[src/hw/rtl/qrs_sqrt_cell.sv]
// ----------------------------------------------------------------------------
// qrs_sqrt_cell
// one digit of a pipelined digit-by-digit square root, with sideband payload
// ----------------------------------------------------------------------------
module qrs_sqrt_cell #(
    parameter int W    = 33,
    parameter int RADW = 66,
    parameter int PW   = 34
) (
    input  logic            clk,
    input  logic            rst_n,
    input  logic            in_valid,
    input  logic [W:0]      in_rem,
    input  logic [W-1:0]    in_root,
    input  logic [RADW-1:0] in_rad,
    input  logic [PW-1:0]   in_pay,
    output logic            out_valid,
    output logic [W:0]      out_rem,
    output logic [W-1:0]    out_root,
    output logic [RADW-1:0] out_rad,
    output logic [PW-1:0]   out_pay
);

    logic [W+2:0]    rem_sh;
    logic [W+2:0]    trial;
    logic [W+3:0]    diff;
    logic            take;
    logic            valid_reg;
    logic [W:0]      rem_reg,  rem_next;
    logic [W-1:0]    root_reg, root_next;
    logic [RADW-1:0] rad_reg;
    logic [PW-1:0]   pay_reg;

    always_comb
    begin
        rem_sh    = {in_rem, in_rad[RADW-1 -: 2]};
        trial     = {1'b0, in_root, 2'b01};
        diff      = {1'b0, rem_sh} - {1'b0, trial};
        take      = ~diff[W+3];
        rem_next  = take ? diff[W:0] : rem_sh[W:0];
        root_next = {in_root[W-2:0], take};
    end

    always_ff @(posedge clk or negedge rst_n)
    begin
        if (!rst_n)
        begin
            valid_reg <= 1'b0;
        end
        else
        begin
            valid_reg <= in_valid;
        end
    end

    always_ff @(posedge clk)
    begin
        rem_reg  <= rem_next;
        root_reg <= root_next;
        rad_reg  <= {in_rad[RADW-3:0], 2'b00};
        pay_reg  <= in_pay;
    end

    assign out_valid = valid_reg;
    assign out_rem   = rem_reg;
    assign out_root  = root_reg;
    assign out_rad   = rad_reg;
    assign out_pay   = pay_reg;

endmodule

[config.mk]
export PLATFORM = sky130hd
export DESIGN_NAME = qrs_sqrt_cell
export DESIGN_NICKNAME = d
export VERILOG_FILES = /design/src/hw/rtl/qrs_sqrt_cell.sv
export SDC_FILE = /design/constraint.sdc
export NUM_CORES = 1
export LEC_CHECK = 0
export BUFFER_PORTS_ARGS = -buffer_cell sky130_fd_sc_hd__buf_2
export CORE_AREA = 2 2 133 135
export DETAILED_ROUTE_END_ITERATION = 8
export DIE_AREA = 0 0 135 137
export PLACE_DENSITY = 0.68
export SETUP_SLACK_MARGIN = 0.4
export SYNTH_ARGS = -nofsm -noshare
export SYNTH_HDL_FRONTEND = slang
export SYNTH_SLANG_ARGS = --single-unit
[constraint.sdc]
create_clock -name clk -period 0.8 [get_ports clk]
set_input_delay 0.12 -clock clk [delete_from_list [all_inputs] [get_ports clk]]
set_output_delay 0.12 -clock clk [all_outputs]
set_load 0.01 [all_outputs]
* Word-level counts from Yosys, hierarchy flattened
Cells that the tools add are included.
W data, S select, Z words.
** Operators by class
- $add $sub $neg :: 1
- Multiplexer cells :: 1
- Bitwise operators :: 1
** Operator list (number)
- $sub A36 B35 Y37 :: 1
- $mux W34 :: 1
- $not A1 Y1 :: 1
** Storage, ports and cells
- Bits in registers :: 166
- Bits of input ports :: 170
- Output and inout bits :: 168
- Word-level logic and storage cells :: 8

* Logic depth before layout (Yosys ltp)
- Depth in word-level cells :: 2
- Depth in mapped cells :: 13
- Depth with buffers taken out :: 11

* Worst setup path after synthesis
No wires, ideal clock.
- Kind :: input -> register
- From :: input in_root[0]
- To :: register rem_reg[10] (netlist: out_rem[10])
- Setup time :: 0.121 ns
- Data arrival time :: 2.144 ns
- Data required time :: 0.679 ns
- Slack :: -1.465 ns
- Stages on the path :: 12
- Path buffers :: 1
- Cell sequence :: inv_1 > ha_1 > and2b_4 > o2111ai_2 > a21oi_2 > o2111ai_2 > a21oi_4 > a22oi_4 > o21a_4 > inv_8 > buf_12 > mux2_4
** Between the ends
- Cells in the longest elaborated chain, start to end :: 2
** RTL lines
- from (decl) :: RTL line 14 : input logic [W-1:0] in_root,
- $sub A36 B35 Y37 :: RTL line 38 : diff = {1'b0, rem_sh} - {1'b0, trial};
- $mux W34 :: RTL line 40 : rem_next = take ? diff[W:0] : rem_sh[W:0];
- named net rem_next[10] :: RTL line 29 : logic [W:0] rem_reg, rem_next;
- to (signal assigned) :: RTL line 58 : rem_reg <= rem_next;
- to (decl) :: RTL line 29
The timed path passes the listed nets, and every way through them passes these cells.

* Worst setup path in the final report
- From :: input in_root[5]
- To :: register rem_reg[9] (netlist: out_rem[9])
The elaborated chain is that of the path after synthesis.

==> load_flow_metrics.sql <==
INSERT INTO impl_metrics (metric_group, metric, value, unit) VALUES
('clocking', 'clock_transition_at_the_registers_of_the_reported_paths', '0.08', 'ns'),
('setup_path', 'worst_setup_path_end_kind', 'register', ''),
('routing', 'detail_route.first_pass.iterations', '6', ''),
('layout', 'layout.filler_cells', '1271', ''),
('yosys', 'netlist_instances', '493', ''),
('setup_path', 'critPathKind', 'in -> reg', ''),
('placement', 'hpwlAfterDp', '16520', 'um'),
('yosys', 'synth_largest_type_area_fraction', '56.37', '%'),
('yosys', 'ys_seq_elements', '166', ''),
('clocking', 'cts_tree', 'yes', ''),
('yosys', 'yosys-top-cells-area', 'dfxtp_1 56%, ha_1 7.3%, mux2_4 6.9%', ''),
('global_route', 'antenna_found_initial', '7', ''),
('power_and_ir_drop', 'leak_pwr', '5.320', 'nW'),
('min_path', 'hold_path.class', 'in -> reg', ''),
('die', 'initial_utilization', '34.35', '%'),
('power_and_ir_drop', 'power_density', '2160', 'nW/um^2'),
('routing', 'detailroute.via_count', '5469', ''),
('clocking', 'cts_hold_buf', '1', ''),
('setup_path', 'worst_endpoint_required_time', '1.11', 'ns'),
('global_route', 'grt-ovfl-total', '0', ''),
('die', 'floorplan.die.width', '135', 'um'),
('run_status', 'violated_checks', 'negative hold slack, negative setup slack', ''),
('run_status', 'result_of_the_run', 'finished with violations', ''),
('setup_path', 'worstSetupStartpointType', 'input port', ''),
('layout', 'drive_above_1_share', '75.08', '%'),
('timing', 'layout_setup_ws', '-1.154', 'ns'),
('die', 'core_area', '17060', 'sq um'),
('clocking', 'clkSinkCount', '166', ''),
('routing', 'via_per_inst', '4.561', ''),
('yosys', 'synth_ff_type', 'dfxtp_1', ''),
('clocking', 'numCtsBuffers', '17', ''),
('layout', 'finish.utilization', '64.08', '%'),
('timing', 'grt_setup_unrepaired', 'yes', ''),
('routing', 'drt_wl_total', '21950', 'um'),
('routing', 'wire_per_inst', '18.31', 'um'),
('yosys', 'post_synth.cell_area_avg', '11.89', 'sq um'),
('yosys', 'synthesis.area', '5859', 'sq um'),
('timing', 'finalCritPeriodShare', '244.3', '%'),
('routing', 'dr.first_iter.drc_count', '231', ''),
('power_and_ir_drop', 'power.share.switching', '28.37', '%'),
('layout', 'area_added_between_synthesis_and_finish', '86.55', '%'),
('global_route', 'via_count_of_the_first_global_routing_pass', '5670', ''),
('placement', 'preCtsSetupSlack', '-1.714', 'ns'),
('global_route', 'grt_start_max_net_pins', '19', ''),
('power_and_ir_drop', 'total_switching_power', '6.699', 'mW'),
('clocking', 'clock_tree.htree_level_count', '4', ''),
('flow_run', 'reported_max_cap_violation_count', '0', ''),
('routing', 'postRouteAntennaNets', '0', ''),
('placement', 'placement.io_buffers', '335', ''),
('timing', 'hold_violations', '159', ''),
('power_and_ir_drop', 'internal_power_consumption', '16.91', 'mW'),
('power_and_ir_drop', 'vdd_drop_max', '0.001604', 'V'),
('power_and_ir_drop', 'share_seq_of_total_power', '40.2', '%'),
('timing', 'setup_violations_final', '201', ''),
('yosys', 'ys_seq_area_share', '56.80', '%'),
('global_route', 'grt_usage', '22.88', '%'),
('yosys', 'synthArstFlopShare', '0.6024', '%'),
('yosys', 'synth_edf_count', '0', ''),
('layout', 'finalNetCount', '1162', ''),
('die', 'boundaryPins', '338', ''),
('yosys', 'yosysWarningCount', '0', ''),
('timing', 'final_critical_delay_including_setup_and_external_delays', '1.954', 'ns'),
('clocking', 'root_buffer', 'clkbuf_16', ''),
('die', 'design.die.area', '18500', 'sq um'),
('layout', 'multi_input_area', '2604', 'sq um'),
('placement', 'finalWeightedCongestion', '0.8533', ''),
('setup_path', 'timing.critical_path.fanout_max', '8', ''),
('layout', 'sequential_cell_area', '3530', 'sq um'),
('die', 'fp.dieH', '137', 'um'),
('setup_path', 'arrival_time_reported_for_the_critical_path_endpoint', '2.27', 'ns'),
('timing', 'worst_hold_slack', '-0.2136', 'ns'),
('timing', 'clock.fmax', '0.5117', 'GHz'),
('clocking', 'clock_path_buffers', '2', ''),
('die', 'std_cell_rows', '48', ''),
('yosys', 'post-synth-top-area-cell', 'dfxtp_1', ''),
('global_route', 'global_route_wire_length_before_repair', '31380', 'um'),
('power_and_ir_drop', 'p_comb_share', '25.3', '%'),
('timing', 'fin_tns_setup', '-69.19', 'ns'),
('timing', 'slew_violations', '0', ''),
('routing', 'detail_route.drc_violations', '0', ''),
('yosys', 'netlist-cell-type-count', '60', ''),
('power_and_ir_drop', 'pwr-share-clk', '34.5', '%');
-- path summary, 6_finish.rpt --
path / from / endpoint / slack (ns) / cells past startpoint
max in group asynchronous: rst_n / out_valid / 0.72 / 2
min: in_rad[34] / out_rad[36] / -0.21 / 1
max: in_root[5] / out_rem[9] / -1.15 / 13
min in group asynchronous: rst_n / out_valid / -0.01 / 2
-- registers in the layout, summed over array words and instances, names as in the netlist --
name,flops
out_rem,34
out_valid,1
out_pay,34
out_rad,64
out_root,33
-- cells in the mapped netlist, drive strengths merged (3+ instances only) --
| cell | n |
|---|---|
| a31oi | 5 |
| o21bai | 3 |
| buf | 6 |
| nand3 | 9 |
| xnor2 | 18 |
| and2 | 4 |
| a21o | 16 |
| mux2 | 28 |
| o21ai | 15 |
| a211oi | 5 |
| nand2b | 4 |
| nor2 | 16 |
| nand2 | 25 |
| inv | 43 |
| o21a | 7 |
| xor2 | 11 |
| a21boi | 3 |
| and4 | 3 |
| nand4 | 4 |
| o211ai | 5 |
| ha | 34 |
| nor3 | 4 |
| a21oi | 34 |
| dfxtp | 165 |
-- through the flow --
stage	std cells	instance area, sq um	power [mW]	hold WS [ns]
after floorplan	494	6227	11.97	-0.1756
after CTS	1191	10730	23.56	-0.2344
final	1199	10930	23.61	-0.2136
after detailed placement	1151	8899	14.26	-0.1038
after global placement	1151	8899	14.18	-0.1053
after global routing	1198	10930	24.59	-0.2378
-- area by class of cell --
cell class,instances,area share [%]
Timing Repair Buffer,453,34.03
Sequential cell,166,32.29
Clock buffer,18,4.018
Inverter,43,1.751
Tap cell,225,2.576
Multi-Input combinational cell,277,23.82
Clock inverter,14,1.442
Antenna cell,3,0.06868
-- cells in the final DEF (no fill, tap or decap), types with 14 or more instances in the layout --
cell type	n
nor2_1	14
buf_6	171
a21oi_1	27
a21o_1	15
buf_4	109
mux2_4	27
ha_1	19
xnor2_1	18
dfxtp_2	158
inv_1	34
buf_2	166
nand2_1	25
clkbuf_16	18
ha_4	15
-- worst max-delay path, cell delays in order --
cell       delay (ns)
buf_2            0.10
inv_1            0.08
ha_4             0.22
a21o_2           0.23
a21oi_2          0.16
o21ai_2          0.10
o2111ai_2        0.23
a21oi_4          0.10
a22oi_4          0.17
o21a_4           0.19
clkinv_8         0.09
buf_16           0.16
mux2_4           0.30
-- cells by family (layout without fill, tap and decap cells) --
kind of cell	count (synthesis)	after routing	share of synthesized area (%)
xor+xnor	29	29	4.335
buf+inv	51	528	4.591
mux	30	30	7.453
fa+ha+maj	34	34	7.260
flops	166	166	56.80
compound gates	107	107	12.86
simple gates	75	75	6.641
other cells	1	5	0.06400
-- per-layer routing --
metal	part of all wire, %	wire length [um]	track usage (%)
met5	0.21	47	0
met4	1.4	301	6.655
met3	7.5	1644	8.074
met2	53	11710	42.39
met1	38	8241	24.50
-- power by group through the flow --
stage | sequential (mW) | clock (mW) | combinational (mW)
2_1_floorplan | 9.86 | 0 | 2.11
3_3_place_gp | 9.45 | 0 | 4.73
3_5_place_dp | 9.46 | 0 | 4.81
4_1_cts | 9.46 | 8.32 | 5.78
5_1_grt | 9.54 | 8.70 | 6.36
6_report | 9.48 | 8.16 | 5.97
-- timing repair --
action / in CTS / in global routing
setup buffers: 6 / 4
cloned: 1 / 1
gates resized for setup: 244 / 34
pin swaps: 5 / 24
endpoints found under the setup margin: 201 / 201
endpoints found under the hold margin: 159 / 159
Power figures use the tool's default switching activity.
