## config.mk

```make
export PLATFORM = sky130hd
export DESIGN_NAME = qrs_div_cell
export DESIGN_NICKNAME = d
export VERILOG_FILES = /design/src/hw/rtl/qrs_div_cell.sv
export SDC_FILE = /design/constraint.sdc
export NUM_CORES = 1
export LEC_CHECK = 0
export BUFFER_PORTS_ARGS = -buffer_cell sky130_fd_sc_hd__buf_4
export CAP_MARGIN = 20
export CORE_ASPECT_RATIO = 0.8
export CORE_MARGIN = 2
export CORE_UTILIZATION = 48
export DETAILED_ROUTE_END_ITERATION = 10
export GPL_ROUTABILITY_DRIVEN = 0
export HOLD_SLACK_MARGIN = 0.12
export PLACE_DENSITY = 0.82
export SLEW_MARGIN = 40
export SYNTH_ARGS = -nofsm -noshare
export SYNTH_HDL_FRONTEND = slang
export SYNTH_SLANG_ARGS = --single-unit
```

## constraint.sdc

```tcl
create_clock -name clk -period 0.9 [get_ports clk]
set_input_delay 0.135 -clock clk [delete_from_list [all_inputs] [get_ports clk]]
set_output_delay 0.135 -clock clk [all_outputs]
set_load 0.005 [all_outputs]
```

## src/hw/rtl/qrs_div_cell.sv

```systemverilog
// ----------------------------------------------------------------------------
// qrs_div_cell
// one quotient bit of two restoring dividers sharing a divisor
// ----------------------------------------------------------------------------
module qrs_div_cell #(
    parameter int DENW = 17,
    parameter int NQW  = 34,
    parameter int PW   = 4
) (
    input  logic            clk,
    input  logic            rst_n,
    input  logic            in_valid,
    input  logic [DENW-1:0] in_den,
    input  logic [DENW-1:0] in_pr_p,
    input  logic [NQW-1:0]  in_nq_p,
    input  logic [DENW-1:0] in_pr_m,
    input  logic [NQW-1:0]  in_nq_m,
    input  logic [PW-1:0]   in_pay,
    output logic            out_valid,
    output logic [DENW-1:0] out_den,
    output logic [DENW-1:0] out_pr_p,
    output logic [NQW-1:0]  out_nq_p,
    output logic [DENW-1:0] out_pr_m,
    output logic [NQW-1:0]  out_nq_m,
    output logic [PW-1:0]   out_pay
);

    // partial remainder step: shift in one numerator bit, try the divisor
    function automatic logic [DENW+NQW-1:0] div_step(
        input logic [DENW-1:0] pr,
        input logic [NQW-1:0]  nq,
        input logic [DENW-1:0] den
    );
        logic [DENW:0]   t;
        logic [DENW+1:0] d;
        logic            take;
        t    = {pr, nq[NQW-1]};
        d    = {1'b0, t} - {2'b00, den};
        take = ~d[DENW+1];
        div_step = {(take ? d[DENW-1:0] : t[DENW-1:0]), nq[NQW-2:0], take};
    endfunction

    logic                 valid_reg;
    logic [DENW-1:0]      den_reg;
    logic [DENW-1:0]      pr_p_reg, pr_m_reg;
    logic [NQW-1:0]       nq_p_reg, nq_m_reg;
    logic [PW-1:0]        pay_reg;
    logic [DENW+NQW-1:0]  step_p_next, step_m_next;

    always_comb
    begin
        step_p_next = div_step(in_pr_p, in_nq_p, in_den);
        step_m_next = div_step(in_pr_m, in_nq_m, in_den);
    end

    always_ff @(posedge clk or negedge rst_n)
    begin
        if (!rst_n)
        begin
            valid_reg <= 1'b0;
        end
        else
        begin
            valid_reg <= in_valid;
        end
    end

    always_ff @(posedge clk)
    begin
        den_reg  <= in_den;
        pr_p_reg <= step_p_next[DENW+NQW-1 -: DENW];
        nq_p_reg <= step_p_next[NQW-1:0];
        pr_m_reg <= step_m_next[DENW+NQW-1 -: DENW];
        nq_m_reg <= step_m_next[NQW-1:0];
        pay_reg  <= in_pay;
    end

    assign out_valid = valid_reg;
    assign out_den   = den_reg;
    assign out_pr_p  = pr_p_reg;
    assign out_nq_p  = nq_p_reg;
    assign out_pr_m  = pr_m_reg;
    assign out_nq_m  = nq_m_reg;
    assign out_pay   = pay_reg;

endmodule

```

==> results.json, run 1 <==
{
  "synth_compound_area_share_pct": 14.38,
  "row_count": 32,
  "synth_adder_area_share_pct": 9.891,
  "synth_edf_count": 0,
  "dp_hpwl_um": 12830,
  "ys_seq_elements": 124,
  "postCtsSetupBuffers": 9,
  "cts_made_buffers": 17,
  "port_buffers": 249,
  "htree_levels": 4,
  "lastStage": "clock tree synthesis",
  "cts_root_buf": "clkbuf_16",
  "synth-async-reset-ratio_pct": 0.8065,
  "clockBufferDepth": 2,
  "syn_area_um2": 4706,
  "synthTopCellsByCount": "123 x dfxtp_1, 41 x a21oi_1, 34 x ha_1",
  "status": "aborted with a tool error",
  "avgSynthCellArea_um2": 10.79,
  "die_h_um": 92.56,
  "syn-instance-count": 436,
  "place_area_um2": 7587,
  "ys_seq_area_share_pct": 52.86,
  "holdBufCountCts": 120,
  "syn_nets": 598,
  "cts_resized": 171,
  "synth_top_family_by_area": "compound AO/OA/AOI/OAI gates",
  "synth_top_cell_area_share_pct": 52.33,
  "start_util_pct": 48.97,
  "synthSimpleGateAreaFrac_pct": 8.535,
  "cts.sinks": 124,
  "synth_cell_types": 56,
  "die-width_um": 114.7,
  "netlist_top_cells_area": "dfxtp_1 52%, ha_1 9.0%, a21oi_1 4.4%",
  "synth_ff_type": "dfxtp_1",
  "yosys.area_share.xor_xnor_pct": 4.839,
  "io_pins": 250,
  "synth_mux_area_share_pct": 6.248,
  "ys_warn_count": 0,
  "error_line": "[ERROR DPL-0038] Utilization greater than 100%, impossible to legalize",
  "synth_most_common_cell": "dfxtp_1",
  "synth_area_leader_cell": "dfxtp_1"
}
## metrics by stage
step	setup WS, ns	cells	utilization [%]	setup TNS (ns)
detailed placement	-1.449	902	78.96	-47.74
global placement	-1.369	902	78.96	-45.29
floorplan	-1.257	436	-	-37.19
## cells by family after synthesis
family          Yosys count
compound gates          105
xor+xnor                 26
fa+ha+maj                36
buf+inv                  37
flops                   124
mux                      24
simple gates             84
==> inputs of run 2 (changes only) <==
CORE_ASPECT_RATIO = unset   (was 0.8)
CORE_UTILIZATION = 35   (was 48)
HOLD_SLACK_MARGIN = unset   (was 0.12)
PLACE_DENSITY = unset   (was 0.82)
PLACE_DENSITY_LB_ADDON = 0.15   (was unset)
==> results.json, run 2 <==
{
  "tns_ns": -38.42,
  "drt-total-wl_um": 19930,
  "synth_edf_count": 0,
  "syn_area_um2": 4706,
  "cts_tree": "done",
  "multi_input_area_um2": 2410,
  "clockBufferDepth": 2,
  "start_util_pct": 35.68,
  "io_pins": 250,
  "cts_root_buf": "clkbuf_16",
  "crit_slowest_cell": "a221o_1",
  "ys_warn_count": 0,
  "synth_top_cell_area_share_pct": 52.33,
  "synth-async-reset-ratio_pct": 0.8065,
  "path_class": "in2reg",
  "synthTopCellsByCount": "123 x dfxtp_1, 41 x a21oi_1, 34 x ha_1",
  "drv_slew": 0,
  "powerDensity_nw_per_um2": 1818,
  "status": "finished, violations left",
  "worstSetupPathDepth": 13,
  "routedWlPerCell_um": 17.71,
  "hold_class": "in2reg",
  "antenna_found_initial": 0,
  "instances_no_fill": 1125,
  "area_growth_pct": 122.4,
  "fin_nets": 1098,
  "path_buf_inv": 5,
  "vias": 5284,
  "dieArea_um2": 14390,
  "worstMarginPinSlew_ns": 0.3747,
  "die-width_um": 120.0,
  "row_count": 42,
  "slowest_delay_ns": 0.35,
  "htree_levels": 4,
  "netlist_top_cells_area": "dfxtp_1 52%, ha_1 9.0%, a21oi_1 4.4%",
  "cts_made_buffers": 17,
  "grt_usage_pct": 25.63,
  "setup_viol": 160,
  "via_per_inst": 4.697,
  "syn_nets": 598,
  "crit_family": "compound AO/OA/AOI/OAI gates",
  "min_path_cells": 3,
  "synth_cell_types": 56,
  "first_iter_violations": 233,
  "layout-drive-gt1-share_pct": 61.54,
  "worstPathRequired_ns": 1.19,
  "maxSlewHeadroom_pct": 74.37,
  "critical_path.max_fanout": 8,
  "fin_ws_ns": -0.9709,
  "final_cell_mix": "251 x buf_4, 119 x buf_6, 116 x dlygate4sd3_1",
  "place_inst": 957,
  "max_freq_mhz": 534.5,
  "ys_seq_area_share_pct": 52.86,
  "syn-instance-count": 436,
  "port_buffers": 249,
  "path_clk_slew_ns": 0.06,
  "end_kind": "register",
  "grt_pass1_vias": 5307,
  "start_kind": "input port",
  "cap_violations": 0,
  "ant_nets": 0,
  "ff_latch_area_um2": 2610,
  "die_h_um": 120.0,
  "hold_viol_final": 0,
  "p_leak_nw": 4.920,
  "period_share_pct": 207.9,
  "rsz0062_at_grt": "true",
  "core_area_um2": 13190,
  "synth_ff_type": "dfxtp_1",
  "dp_hpwl_um": 11740,
  "ir_drop_mv": 1.172,
  "synth_most_common_cell": "dfxtp_1",
  "synth_area_leader_cell": "dfxtp_1",
  "cp_data_arrival_time_ns": 2.16,
  "avgSynthCellArea_um2": 10.79,
  "grt_pass1_wl_um": 28160,
  "final_common_cell": "buf_4",
  "drc": 0,
  "fin_crit_ns": 1.871,
  "fillCellCount": 794,
  "crit_chain": "buf_8 > inv_12 > ha_4 > inv_2 > fa_2 > a21o_1 > a221o_1 > nand4_2 > a21oi_2 > nor2_4 > buf_12 > inv_8 > mux2_4",
  "violations": "negative setup slack",
  "ys_seq_elements": 124,
  "cts.sinks": 124,
  "firstDrtPassIters": 5,
  "gr-total-overflow": 0,
  "grt_max_degree": 17,
  "antennaDiodeCount": 0
}
run 2: cell counts after synthesis:
Identical to the previous run, type by type.
run 2: cells by family (layout without fill, tap and decap cells):
group / count (synthesis) / after routing / share of synthesized area, %
simple gates: 84 / 84 / 8.535
mux: 24 / 24 / 6.249
fa+ha+maj: 36 / 36 / 9.891
xor+xnor: 26 / 26 / 4.839
flops: 124 / 124 / 52.86
buf+inv: 37 / 549 / 3.244
compound gates: 105 / 106 / 14.38
run 2: cell type report:
| class | count | share of cell area [%] |
|---|---|---|
| multi-input combinational | 276 | 23.02 |
| tap | 176 | 2.104 |
| sequential | 124 | 24.94 |
| inverter | 27 | 1.303 |
| timing repair inverter | 1 | 0.08368 |
| clock buffer | 19 | 4.136 |
| clock inverter | 13 | 2.032 |
| timing repair buffer | 489 | 42.38 |
run 2: metal layers:
metal  vias up  part of all wire [%]  routed length [um]  track usage, %
met2       196                    52               10450           45.45
met5         -                     0                   0               0
met1      2517                    39                7808           29.58
li1       2533                     -                   -               -
met3        38                   5.8                1164           6.511
met4         0                   2.5                 503           9.485
run 2: final timing paths:
kind	start	slack, ns	endpoint
setup / recovery	in_nq_m[33]	-0.97	out_pr_m[10]$_DFF_P_
hold / removal	in_nq_p[33]	0.02	out_pr_p[0]$_DFF_P_
max in group asynchronous	rst_n	0.79	out_valid$_DFF_PN0_
min in group asynchronous	rst_n	0.03	out_valid$_DFF_PN0_
run 2: metrics by stage:
| stage | hold slack (ns) | area (um2) | power [mW] | util, % | setup slack, ns |
|---|---|---|---|---|---|
| 6_report | 0.01515 | 10470 | 19.03 | 79.35 | -0.9709 |
| 3_5_place_dp | -0.08940 | 7644 | 10.13 | 57.95 | -1.428 |
| 2_1_floorplan | -0.1606 | 4830 | 7.937 | - | -1.257 |
| 4_1_cts | 0.01051 | 9966 | 18.55 | 75.55 | -0.9492 |
| 3_3_place_gp | -0.08868 | 7644 | 10.08 | 57.95 | -1.408 |
| 5_1_grt | 0.006510 | 10470 | 19.78 | 79.35 | -1.029 |
run 2: worst min-delay path: stages:
cell and delay (ns):
buf_6 0.11, nor2_2 0.09, a21oi_1 0.04
run 2: timing repair:
action,CTS,global route
hold buffers,116,0
pin swaps,22,13
buffers inserted,5,13
setup endpoints to repair,160,160
gates cloned,2,0
gates resized for setup,153,126
hold endpoints to repair,116,0
run 2: report_power, final:
group | switching [mW] | internal [mW]
Sequential | 0.274 | 6.14
Combinational | 1.90 | 3.14
Clock | 2.63 | 4.95
Total | 4.81 | 14.2
Power figures use the tool's default switching activity.
==> inputs of run 3 (changes only) <==
--- a/config.mk
+++ b/config.mk
@@ -9,8 +9,9 @@
 export CAP_MARGIN = 20
 export CORE_MARGIN = 2
-export CORE_UTILIZATION = 35
+export CORE_UTILIZATION = 48
 export DETAILED_ROUTE_END_ITERATION = 10
 export GPL_ROUTABILITY_DRIVEN = 0
 export PLACE_DENSITY_LB_ADDON = 0.15
+export REMOVE_ABC_BUFFERS = 1
 export SLEW_MARGIN = 40
 export SYNTH_ARGS = -nofsm -noshare
==> constraint.sdc (replaced) <==
create_clock -name clk -period 0.9 [get_ports clk]
set_input_delay 0.045 -clock clk [delete_from_list [all_inputs] [get_ports clk]]
set_output_delay 0.045 -clock clk [all_outputs]
set_load 0.005 [all_outputs]
==> results.json, run 3 <==
{
  "ys_warn_count": 0,
  "ys_seq_elements": 124,
  "cts_root_buf": "clkbuf_8",
  "clockBufferDepth": 2,
  "htree_levels": 4,
  "cts_resized": 205,
  "synth_top_cell_area_share_pct": 52.33,
  "cts.sinks": 124,
  "cts_made_buffers": 17,
  "synth_cell_types": 56,
  "io_pins": 250,
  "synthTopCellsByCount": "123 x dfxtp_1, 41 x a21oi_1, 34 x ha_1",
  "port_buffers": 249,
  "dp_hpwl_um": 11890,
  "die_h_um": 103.0,
  "synth_most_common_cell": "dfxtp_1",
  "synth_edf_count": 0,
  "synth_ff_type": "dfxtp_1",
  "place_inst": 909,
  "synth-async-reset-ratio_pct": 0.8065,
  "syn-instance-count": 436,
  "postCtsSetupBuffers": 7,
  "lastStage": "clock tree synthesis",
  "ys_seq_area_share_pct": 52.86,
  "error_line": "[ERROR DPL-0038] Utilization greater than 100%, impossible to legalize",
  "die-width_um": 103.0,
  "synth_area_leader_cell": "dfxtp_1",
  "holdBufCountCts": 122,
  "start_util_pct": 48.82,
  "netlist_top_cells_area": "dfxtp_1 52%, ha_1 9.0%, a21oi_1 4.4%",
  "row_count": 36,
  "syn_area_um2": 4706,
  "avgSynthCellArea_um2": 10.79,
  "status": "aborted with a tool error"
}
-- run 3: cells by family after synthesis --
logic type | synth area share [%]
AO/OA/AOI/OAI | 14.38
multiplexers | 6.249
XOR/XNOR | 4.839
AND/OR/NAND/NOR | 8.535
buffers and inverters | 3.244
flip-flops | 52.86
adder cells (fa/ha/maj) | 9.891
-- run 3: through the flow --
| stage | setup slack (ns) | TNS, ns | area, um2 | hold slack, ns |
|---|---|---|---|---|
| after floorplan | -1.196 | -39.60 | 4654 | -0.2506 |
| after global placement | -1.363 | -45.49 | 7448 | -0.1801 |
| after detailed placement | -1.415 | -46.93 | 7448 | -0.1783 |
